===== src/hdl/bchd_pkg.sv =====
// shared types and codes for the button click and hold detector
package bchd_pkg;

    localparam int CFG_IDX_W  = 2;
    localparam int CFG_DATA_W = 16;
    localparam int TICK_W     = 10;
    localparam int THR_W      = 16;
    localparam int KEY_W      = 3;

    localparam logic [TICK_W-1:0] TICK_RESET     = 10'd10;
    localparam logic [THR_W-1:0]  HOLD_THR_RESET = 16'd500;
    localparam logic [THR_W-1:0]  GAP_THR_RESET  = 16'd250;

    // item kind codes
    typedef enum logic {
        ITEM_SAMPLE = 1'b0,
        ITEM_CLEAR  = 1'b1
    } item_kind_t;

    // click kind codes
    typedef enum logic [1:0] {
        CLICK_NONE   = 2'd0,
        CLICK_SINGLE = 2'd1,
        CLICK_DOUBLE = 2'd2
    } click_t;

    // configuration register indexes
    typedef enum logic [CFG_IDX_W-1:0] {
        REG_TICK     = 2'd0,
        REG_HOLD_THR = 2'd1,
        REG_GAP_THR  = 2'd2
    } cfg_reg_t;

    typedef struct packed {
        logic [TICK_W-1:0] tick_ms;
        logic [THR_W-1:0]  hold_thr_ms;
        logic [THR_W-1:0]  gap_threshold_ms;
    } cfg_t;

    // sticky per-key flags as stored
    typedef struct packed {
        logic       pressed;
        logic       hold;
        logic       dbl;
        logic       up;
        logic       idle;
        logic [1:0] click_kind;
    } flags_t;

    localparam int FLAGS_W = $bits(flags_t);

    typedef struct packed {
        logic             kind;
        logic [KEY_W-1:0] key_index;
        logic             pin_level;
    } sample_t;

    typedef struct packed {
        logic [KEY_W-1:0] key_out;
        logic             pressed_flag;
        logic             hold_flag;
        logic             double_flag;
        logic             up_flag;
        logic             idle_flag;
        logic [1:0]       click_kind;
    } result_t;

endpackage


===== src/hdl/bchd_ram.sv =====
// generic single-port-write ram with registered read
module bchd_ram
#(
    parameter int WIDTH = 8,
    parameter int DEPTH = 8,
    localparam int AW = (DEPTH > 1) ? $clog2(DEPTH) : 1
)
(
    input  logic             clk,
    input  logic             we,
    input  logic [AW-1:0]    waddr,
    input  logic [WIDTH-1:0] wdata,
    input  logic             re,
    input  logic [AW-1:0]    raddr,
    output logic [WIDTH-1:0] rdata
);

    logic [WIDTH-1:0] mem [DEPTH];

    always_ff @(posedge clk)
    begin
        if (we)
        begin
            mem[waddr] <= wdata;
        end
    end

    always_ff @(posedge clk)
    begin
        if (re)
        begin
            rdata <= mem[raddr];
        end
    end

endmodule


===== src/hdl/bchd_update.sv =====
// per-key state update: edge classing, timers, pending click and flags
module bchd_update
    import bchd_pkg::*;
#(
    parameter int TIME_BITS = 16
)
(
    input  logic                 kind,
    input  logic                 pin_level,
    input  cfg_t                 cfg,
    input  logic                 cur_last,
    input  logic [TIME_BITS-1:0] cur_hold,
    input  logic [TIME_BITS-1:0] cur_gap,
    input  logic                 cur_pending,
    input  flags_t               cur_flags,
    output logic                 nxt_last,
    output logic [TIME_BITS-1:0] nxt_hold,
    output logic [TIME_BITS-1:0] nxt_gap,
    output logic                 nxt_pending,
    output flags_t               nxt_flags
);

    localparam int SW = ((TIME_BITS > TICK_W) ? TIME_BITS : TICK_W) + 1;
    localparam int CW = (TIME_BITS > THR_W) ? TIME_BITS : THR_W;

    logic [SW-1:0]        hold_sum;
    logic [SW-1:0]        gap_sum;
    logic [TIME_BITS-1:0] hold_sat;
    logic [TIME_BITS-1:0] gap_sat;

    // saturating timer adds
    assign hold_sum = SW'(cur_hold) + SW'(cfg.tick_ms);
    assign gap_sum  = SW'(cur_gap) + SW'(cfg.tick_ms);
    assign hold_sat = (|hold_sum[SW-1:TIME_BITS]) ? '1 : hold_sum[TIME_BITS-1:0];
    assign gap_sat  = (|gap_sum[SW-1:TIME_BITS]) ? '1 : gap_sum[TIME_BITS-1:0];

    always_comb
    begin
        nxt_last    = cur_last;
        nxt_hold    = cur_hold;
        nxt_gap     = cur_gap;
        nxt_pending = cur_pending;
        nxt_flags   = cur_flags;
        if (kind == ITEM_CLEAR)
        begin
            nxt_flags = '0;
        end
        else
        begin
            nxt_last = pin_level;
            if (cur_last && !pin_level)
            begin
                // down edge
                nxt_flags.pressed = 1'b1;
                nxt_hold          = '0;
                if (!cur_pending)
                begin
                    nxt_flags.click_kind = CLICK_SINGLE;
                    nxt_pending          = 1'b1;
                end
                else if (CW'(cur_gap) <= CW'(cfg.gap_threshold_ms))
                begin
                    nxt_flags.dbl        = 1'b1;
                    nxt_flags.click_kind = CLICK_DOUBLE;
                    nxt_pending          = 1'b0;
                end
            end
            else if (!cur_last && pin_level)
            begin
                // up edge
                nxt_flags.up = 1'b1;
                if (cur_pending)
                begin
                    nxt_gap = '0;
                end
            end
            else if (!pin_level)
            begin
                // held low
                nxt_hold = hold_sat;
                if (CW'(hold_sat) >= CW'(cfg.hold_thr_ms))
                begin
                    nxt_flags.hold = 1'b1;
                    nxt_pending    = 1'b0;
                end
            end
            else
            begin
                // idle high
                nxt_flags.idle = 1'b1;
                if (cur_pending)
                begin
                    if (CW'(gap_sat) > CW'(cfg.gap_threshold_ms))
                    begin
                        nxt_pending = 1'b0;
                        nxt_gap     = '0;
                    end
                    else
                    begin
                        nxt_gap = gap_sat;
                    end
                end
            end
        end
    end

endmodule


===== src/hdl/button_click_hold_detector.sv =====
// top level: per-key gesture detector over a state ram with read-modify-write
//
//  channel  | handshake                    | payload
//  ---------+------------------------------+---------------------------------
//  sample   | sample_valid / sample_stall  | sample_t: kind, key_index, pin
//  result   | result_valid / result_stall  | result_t: key, five flags, click
//  config   | cfg_we (no wait)             | cfg_index, cfg_data
//
// one item per cycle sustained while result_stall is low; an accepted item
// enters the update stage as the state ram read is issued on the accepting
// edge, and its update lands in the output register when that stage advances
// back-to-back items on the same key are served by forwarding the last write
// reset restores the register defaults; per-key valid flops make every entry
// read as released, zero timers and no flags, with no clearing pass
// a held result keeps the update stage full, and sample_stall rises only
// while both the update stage and the output register are occupied
module button_click_hold_detector
    import bchd_pkg::*;
#(
    parameter int NUM_KEYS  = 8,
    parameter int TIME_BITS = 16
)
(
    input  logic                  clk,
    input  logic                  rst_n,
    input  logic                  sample_valid,
    output logic                  sample_stall,
    input  sample_t               sample,
    output logic                  result_valid,
    input  logic                  result_stall,
    output result_t               result,
    input  logic                  cfg_we,
    input  logic [CFG_IDX_W-1:0]  cfg_index,
    input  logic [CFG_DATA_W-1:0] cfg_data
);

    localparam int AW = (NUM_KEYS > 1) ? $clog2(NUM_KEYS) : 1;
    // entry layout: last level, hold time, gap time, pending, flags
    localparam int EW = 2 * TIME_BITS + 2 + FLAGS_W;
    localparam logic [EW-1:0] RESET_ENTRY = {1'b1, {(EW-1){1'b0}}};

    // configuration registers
    cfg_t cfg_reg;

    always_ff @(posedge clk or negedge rst_n)
    begin
        if (!rst_n)
        begin
            cfg_reg.tick_ms          <= TICK_RESET;
            cfg_reg.hold_thr_ms      <= HOLD_THR_RESET;
            cfg_reg.gap_threshold_ms <= GAP_THR_RESET;
        end
        else if (cfg_we)
        begin
            unique case (cfg_index)
                REG_TICK:     cfg_reg.tick_ms          <= cfg_data[TICK_W-1:0];
                REG_HOLD_THR: cfg_reg.hold_thr_ms      <= cfg_data[THR_W-1:0];
                REG_GAP_THR:  cfg_reg.gap_threshold_ms <= cfg_data[THR_W-1:0];
                default:      ;
            endcase
        end
    end

    // handshake and stage control
    logic accept;
    logic s1_adv;
    logic s1_fire;
    logic s1_valid_reg;
    logic res_valid_reg;

    assign s1_adv       = !res_valid_reg || !result_stall;
    assign sample_stall = s1_valid_reg && !s1_adv;
    assign accept       = sample_valid && !sample_stall;
    assign s1_fire      = s1_valid_reg && s1_adv;
    assign result_valid = res_valid_reg;

    logic [AW-1:0] rd_addr;
    logic          rd_in_range;

    assign rd_addr     = AW'(sample.key_index);
    assign rd_in_range = (32'(sample.key_index) < NUM_KEYS);

    // update stage: item waits here for the ram read data
    sample_t       s1_item_reg;
    logic [AW-1:0] s1_addr_reg;
    logic          s1_in_range_reg;
    logic          s1_vbit_reg;

    logic [NUM_KEYS-1:0] vbit_reg;

    always_ff @(posedge clk or negedge rst_n)
    begin
        if (!rst_n)
        begin
            s1_valid_reg <= 1'b0;
        end
        else if (accept)
        begin
            s1_valid_reg <= 1'b1;
        end
        else if (s1_adv)
        begin
            s1_valid_reg <= 1'b0;
        end
    end

    always_ff @(posedge clk)
    begin
        if (accept)
        begin
            s1_item_reg     <= sample;
            s1_addr_reg     <= rd_addr;
            s1_in_range_reg <= rd_in_range;
            s1_vbit_reg     <= rd_in_range && vbit_reg[rd_addr];
        end
    end

    // state ram
    logic          wr_en;
    logic [EW-1:0] wr_data;
    logic [EW-1:0] ram_q;

    bchd_ram #(
        .WIDTH (EW),
        .DEPTH (NUM_KEYS)
    ) u_state_ram (
        .clk   (clk),
        .we    (wr_en),
        .waddr (s1_addr_reg),
        .wdata (wr_data),
        .re    (accept),
        .raddr (rd_addr),
        .rdata (ram_q)
    );

    // entry valid bits; an entry never written reads as its reset value
    always_ff @(posedge clk or negedge rst_n)
    begin
        if (!rst_n)
        begin
            vbit_reg <= '0;
        end
        else if (wr_en)
        begin
            vbit_reg[s1_addr_reg] <= 1'b1;
        end
    end

    // forwarding of the most recent write, covers a read issued on the write edge
    logic          byp_valid_reg;
    logic [AW-1:0] byp_addr_reg;
    logic [EW-1:0] byp_data_reg;

    always_ff @(posedge clk or negedge rst_n)
    begin
        if (!rst_n)
        begin
            byp_valid_reg <= 1'b0;
        end
        else if (wr_en)
        begin
            byp_valid_reg <= 1'b1;
        end
    end

    always_ff @(posedge clk)
    begin
        if (wr_en)
        begin
            byp_addr_reg <= s1_addr_reg;
            byp_data_reg <= wr_data;
        end
    end

    logic [EW-1:0] cur_entry;

    always_comb
    begin
        if (byp_valid_reg && (byp_addr_reg == s1_addr_reg))
        begin
            cur_entry = byp_data_reg;
        end
        else if (s1_vbit_reg)
        begin
            cur_entry = ram_q;
        end
        else
        begin
            cur_entry = RESET_ENTRY;
        end
    end

    // unpack current entry
    logic                 cur_last;
    logic [TIME_BITS-1:0] cur_hold;
    logic [TIME_BITS-1:0] cur_gap;
    logic                 cur_pending;
    flags_t               cur_flags;

    assign {cur_last, cur_hold, cur_gap, cur_pending, cur_flags} = cur_entry;

    logic                 nxt_last;
    logic [TIME_BITS-1:0] nxt_hold;
    logic [TIME_BITS-1:0] nxt_gap;
    logic                 nxt_pending;
    flags_t               nxt_flags;

    bchd_update #(
        .TIME_BITS (TIME_BITS)
    ) u_update (
        .kind        (s1_item_reg.kind),
        .pin_level   (s1_item_reg.pin_level),
        .cfg         (cfg_reg),
        .cur_last    (cur_last),
        .cur_hold    (cur_hold),
        .cur_gap     (cur_gap),
        .cur_pending (cur_pending),
        .cur_flags   (cur_flags),
        .nxt_last    (nxt_last),
        .nxt_hold    (nxt_hold),
        .nxt_gap     (nxt_gap),
        .nxt_pending (nxt_pending),
        .nxt_flags   (nxt_flags)
    );

    // out-of-range keys leave the state alone
    assign wr_en   = s1_fire && s1_in_range_reg;
    assign wr_data = {nxt_last, nxt_hold, nxt_gap, nxt_pending, nxt_flags};

    // output register
    result_t res_next;

    always_comb
    begin
        res_next.key_out = s1_item_reg.key_index;
        if (s1_in_range_reg)
        begin
            res_next.pressed_flag = nxt_flags.pressed;
            res_next.hold_flag    = nxt_flags.hold;
            res_next.double_flag  = nxt_flags.dbl;
            res_next.up_flag      = nxt_flags.up;
            res_next.idle_flag    = nxt_flags.idle;
            res_next.click_kind   = nxt_flags.click_kind;
        end
        else
        begin
            res_next.pressed_flag = 1'b0;
            res_next.hold_flag    = 1'b0;
            res_next.double_flag  = 1'b0;
            res_next.up_flag      = 1'b0;
            res_next.idle_flag    = 1'b0;
            res_next.click_kind   = CLICK_NONE;
        end
    end

    always_ff @(posedge clk or negedge rst_n)
    begin
        if (!rst_n)
        begin
            res_valid_reg <= 1'b0;
        end
        else if (s1_fire)
        begin
            res_valid_reg <= 1'b1;
        end
        else if (!result_stall)
        begin
            res_valid_reg <= 1'b0;
        end
    end

    always_ff @(posedge clk)
    begin
        if (s1_fire)
        begin
            result <= res_next;
        end
    end

endmodule


===== config.mk =====
export PLATFORM = sky130hd
export DESIGN_NAME = button_click_hold_detector
export DESIGN_NICKNAME = d
export VERILOG_FILES = /design/src/hdl/bchd_pkg.sv /design/src/hdl/bchd_ram.sv /design/src/hdl/bchd_update.sv /design/src/hdl/button_click_hold_detector.sv
export SDC_FILE = /design/constraint.sdc
export NUM_CORES = 1
export LEC_CHECK = 0
export BUFFER_PORTS_ARGS = -buffer_cell sky130_fd_sc_hd__buf_2
export CAP_MARGIN = 20
export CELL_PAD_IN_SITES_DETAIL_PLACEMENT = 0
export CELL_PAD_IN_SITES_GLOBAL_PLACEMENT = 1
export CORE_ASPECT_RATIO = 1.25
export CORE_MARGIN = 4
export CORE_UTILIZATION = 49
export DETAILED_ROUTE_END_ITERATION = 16
export PLACE_DENSITY_LB_ADDON = 0.25
export SYNTH_ARGS = -nofsm -noshare
export SYNTH_HDL_FRONTEND = slang
export SYNTH_SLANG_ARGS = --single-unit

===== constraint.sdc =====
create_clock -name clk -period 7.6 [get_ports clk]
set_input_delay 0.38 -clock clk [delete_from_list [all_inputs] [get_ports clk]]
set_output_delay 0.38 -clock clk [all_outputs]
set_load 0.05 [all_outputs]

==> out/results.txt <==
outcome -> finished, final reports clean
cells after synthesis -> 1318
critical setup path kind -> flop to flop
maximum fanout along the worst path -> 19
Area Growth Syn to Fin -> 11.5%
Hold EP -> s1_valid_reg$_DFFE_PN0P_
Max Cap Viol -> 0
Post-Route WL -> 48.2 mm
Setup crit start -> s1_addr_reg[2]$_DFFE_PP_
yosys synthesis warning count -> 0
max reg flops -> 328
drt first pass iters -> 5
setup ws final -> 1.26 ns
H-Tree Depth -> 2
Place WS -> 1.25 ns
peak supply drop -> 0.170 mV
CP cell instances -> xnor2_1, and4_2, nand2_1, nand2_1, ha_1, inv_1, fa_1, nand3b_1, a21oi_1, o31ai_4, or3b_1, nand2_4, nor2_1, o21ai_0, ha_1, nand4_1, nor4_1, o2bb2ai_1, a31oi_1, nor2_1, buf_4, nor2_1, a221oi_1
reg2reg end -> u_state_ram.mem[4][19]$_DFFE_PP_
cells on worst reg2reg path -> 23
most frequent cells in the layout -> edfxtp_1 (419), nand2_1 (102), mux2_2 (86)
power density over the cells -> 280 nW/um2
reg2reg start -> s1_addr_reg[2]$_DFFE_PP_
post-synthesis register bit count -> 472
area leader, netlist -> edfxtp_1
largest net degree at the start of global routing -> 54
Die H -> 240 um
dpl hpwl -> 30.4 mm
Setup TNS -> 0 ns
crit start category -> flop
Die ar. -> 46400 um2
Avg Cell Area, Syn -> 16.0 um2
Worst EP required -> 7.83 ns
CTS clk-pin slew, worst paths -> 0.06 ns
number of synthesized flops with an enable pin -> 419
die width -> 193 um
number of routed nets with antenna violations -> 0
DR vias -> 11638
first-pass GRT wire length -> 73.8 mm
DR WL/cell -> 24.5 um
commonest non-fill, non-tap cell in the layout -> edfxtp_1
post-CTS setup repair buffer count -> 0
vias in the first global route -> 12175
port bufs -> 39
share of Yosys cell area claimed by the top area cell type -> 59.8%
period utilization -> 83.4%
final slew viol count -> 0
TritonCTS buffer count -> 45
Slew @ Worst Pin -> 0.951 ns
largest cells by area after synthesis -> edfxtp_1 (60%), mux4_2 (9.0%), dfrtp_1 (4.6%)
CP max stage cell -> a221oi_1
Crit path top cell by count -> nor2_1
Iter 0 DRT Violations -> 984
max incr delay on CP -> 0.78 ns
share of layout cells above drive strength 1 -> 26.0%
FMAX -> 158 MHz
Tmin final -> 6.34 ns
num rows -> 84
Most used DFF post-synth -> edfxtp_1
CTS max path bufs -> 3
Worst Path Buf+Inv -> 2
number of diodes -> 0
worst relative slew slack -> 36.6%
Async SR Flop Fraction -> 11.2%
Mapped Area -> 21000 um2
initial core utilization -> 49.8%
Syn Nets -> 1417
hold depth -> 2
antenna violations before repair -> 0
Leakage -> 0.00840 uW
DRC -> 0
cts repair resizes -> 0
type of the tightest min-delay check -> primary input to flop
Final Hold Fails -> 0
CP Data Arrival Time -> 6.57 ns
GRT Residual Overflow -> 0
Core Box Area -> 42300 um2
routability cong. -> 0.890
R2R setup slack -> 1.26 ns
critical path's top delay family -> simple AND/OR/NAND/NOR gates
clock sinks -> 472
Ports -> 40
Crit. End Element -> flop
TritonCTS clock tree -> done
RSZ-0062 raised after global routing -> false
Setup Viol. Count Final -> 0
CTS root buf -> clkbuf_16
GRT Resource Usage Total -> 20.9%
Distinct cells, synth -> 76
via/cell ratio -> 5.90
clk_lat worst skew -> 0.57 ns
Final #Nets -> 1476
register area share after synthesis -> 66.2%
hold path start -> sample_valid
clk_skew -> 0.0178 ns
-- worst max path at each step --
stage / endpoint / slack, ns / cells after the start
2_1_floorplan: u_state_ram.mem[1][0]$_DFFE_PP_ / 0.97 / 3
3_3_place_gp: u_state_ram.mem[2][5]$_DFFE_PP_ / 1.57 / 21
3_5_place_dp: u_state_ram.mem[0][19]$_DFFE_PP_ / 1.25 / 23
4_1_cts: u_state_ram.mem[6][19]$_DFFE_PP_ / 1.25 / 23
5_1_grt: u_state_ram.mem[4][19]$_DFFE_PP_ / 0.76 / 21
6_report: u_state_ram.mem[4][19]$_DFFE_PP_ / 1.26 / 23
-- cells by family after synthesis --
logic type	Yosys count	synth area share (%)
adders and majority gates	71	4.29
xor gates and xnor gates	20	0.832
AOI/OAI and AO/OA	175	5.56
and+or+nand+nor	291	6.75
DFF	472	66.2
buffers and inverters	110	2.24
muxes	179	14.2
-- final cells by class --
type | count | area (um2)
clock buffer | 52 | 1150
clock inverter | 31 | 309
fill | 3353 | 18800
inverter | 52 | 195
multi-input combinational | 736 | 6720
sequential | 472 | 13900
tap | 559 | 699
timing repair buffer | 70 | 457
-- cell usage after synthesis (5+ instances only) --
| library cell | count |
|---|---|
| dfstp_2 | 14 |
| mux2_2 | 86 |
| mux4_2 | 84 |
| a22o_1 | 5 |
| xor2_1 | 9 |
| o2bb2ai_1 | 6 |
| o21ai_0 | 31 |
| nor2_1 | 46 |
| nor3_1 | 11 |
| xnor2_1 | 11 |
| dfrtp_1 | 39 |
| o21a_1 | 8 |
| ha_1 | 69 |
| or2_2 | 17 |
| a21oi_1 | 54 |
| a21o_1 | 10 |
| edfxtp_1 | 419 |
| nand2b_1 | 12 |
| a211oi_1 | 9 |
| buf_1 | 8 |
| and3_1 | 14 |
| buf_2 | 13 |
| inv_1 | 52 |
| o22ai_1 | 7 |
| nand2_1 | 102 |
| nand3_1 | 43 |
| clkbuf_1 | 28 |
| mux2i_1 | 5 |
| o211ai_1 | 6 |
| nand4_1 | 13 |
| buf_4 | 7 |
| nor2b_1 | 10 |
| a31oi_1 | 7 |
-- stage by stage --
stage,util [%],cells,total power (uW),hold WS (ns),cell area [um2]
5_1_grt,55.5,1972,6870,0.0267,23500
3_3_place_gp,52.0,1886,4390,0.446,22000
3_5_place_dp,52.0,1886,4400,0.453,22000
2_1_floorplan,-,1318,4030,0.0844,21000
4_1_cts,55.5,1972,6630,0.0106,23500
6_report,55.5,1972,6580,0.0350,23500
-- layer usage --
layer / global-route usage, % / routed length [um] / part of all wire, % / up-vias
met4: 6.25 / 1220 / 2.5 / 0
met1: 28.4 / 21000 / 44 / 6009
met2: 35.5 / 23900 / 49 / 302
met3: 3.17 / 2140 / 4.4 / 70
met5: 0 / 0 / 0 / -
li1: - / - / - / 5257
-- report_power, final --
group | switching (uW) | leakage [uW] | internal, uW
Combinational | 733 | 0.00320 | 460
Sequential | 80.5 | 0.00449 | 3080
Clock | 957 | 0.000708 | 1270
-- repair_timing --
action,CTS,global route
hold buffers,3,0
hold endpoints to repair,41,0
setup endpoints to repair,0,0
Power figures use the tool's default switching activity.
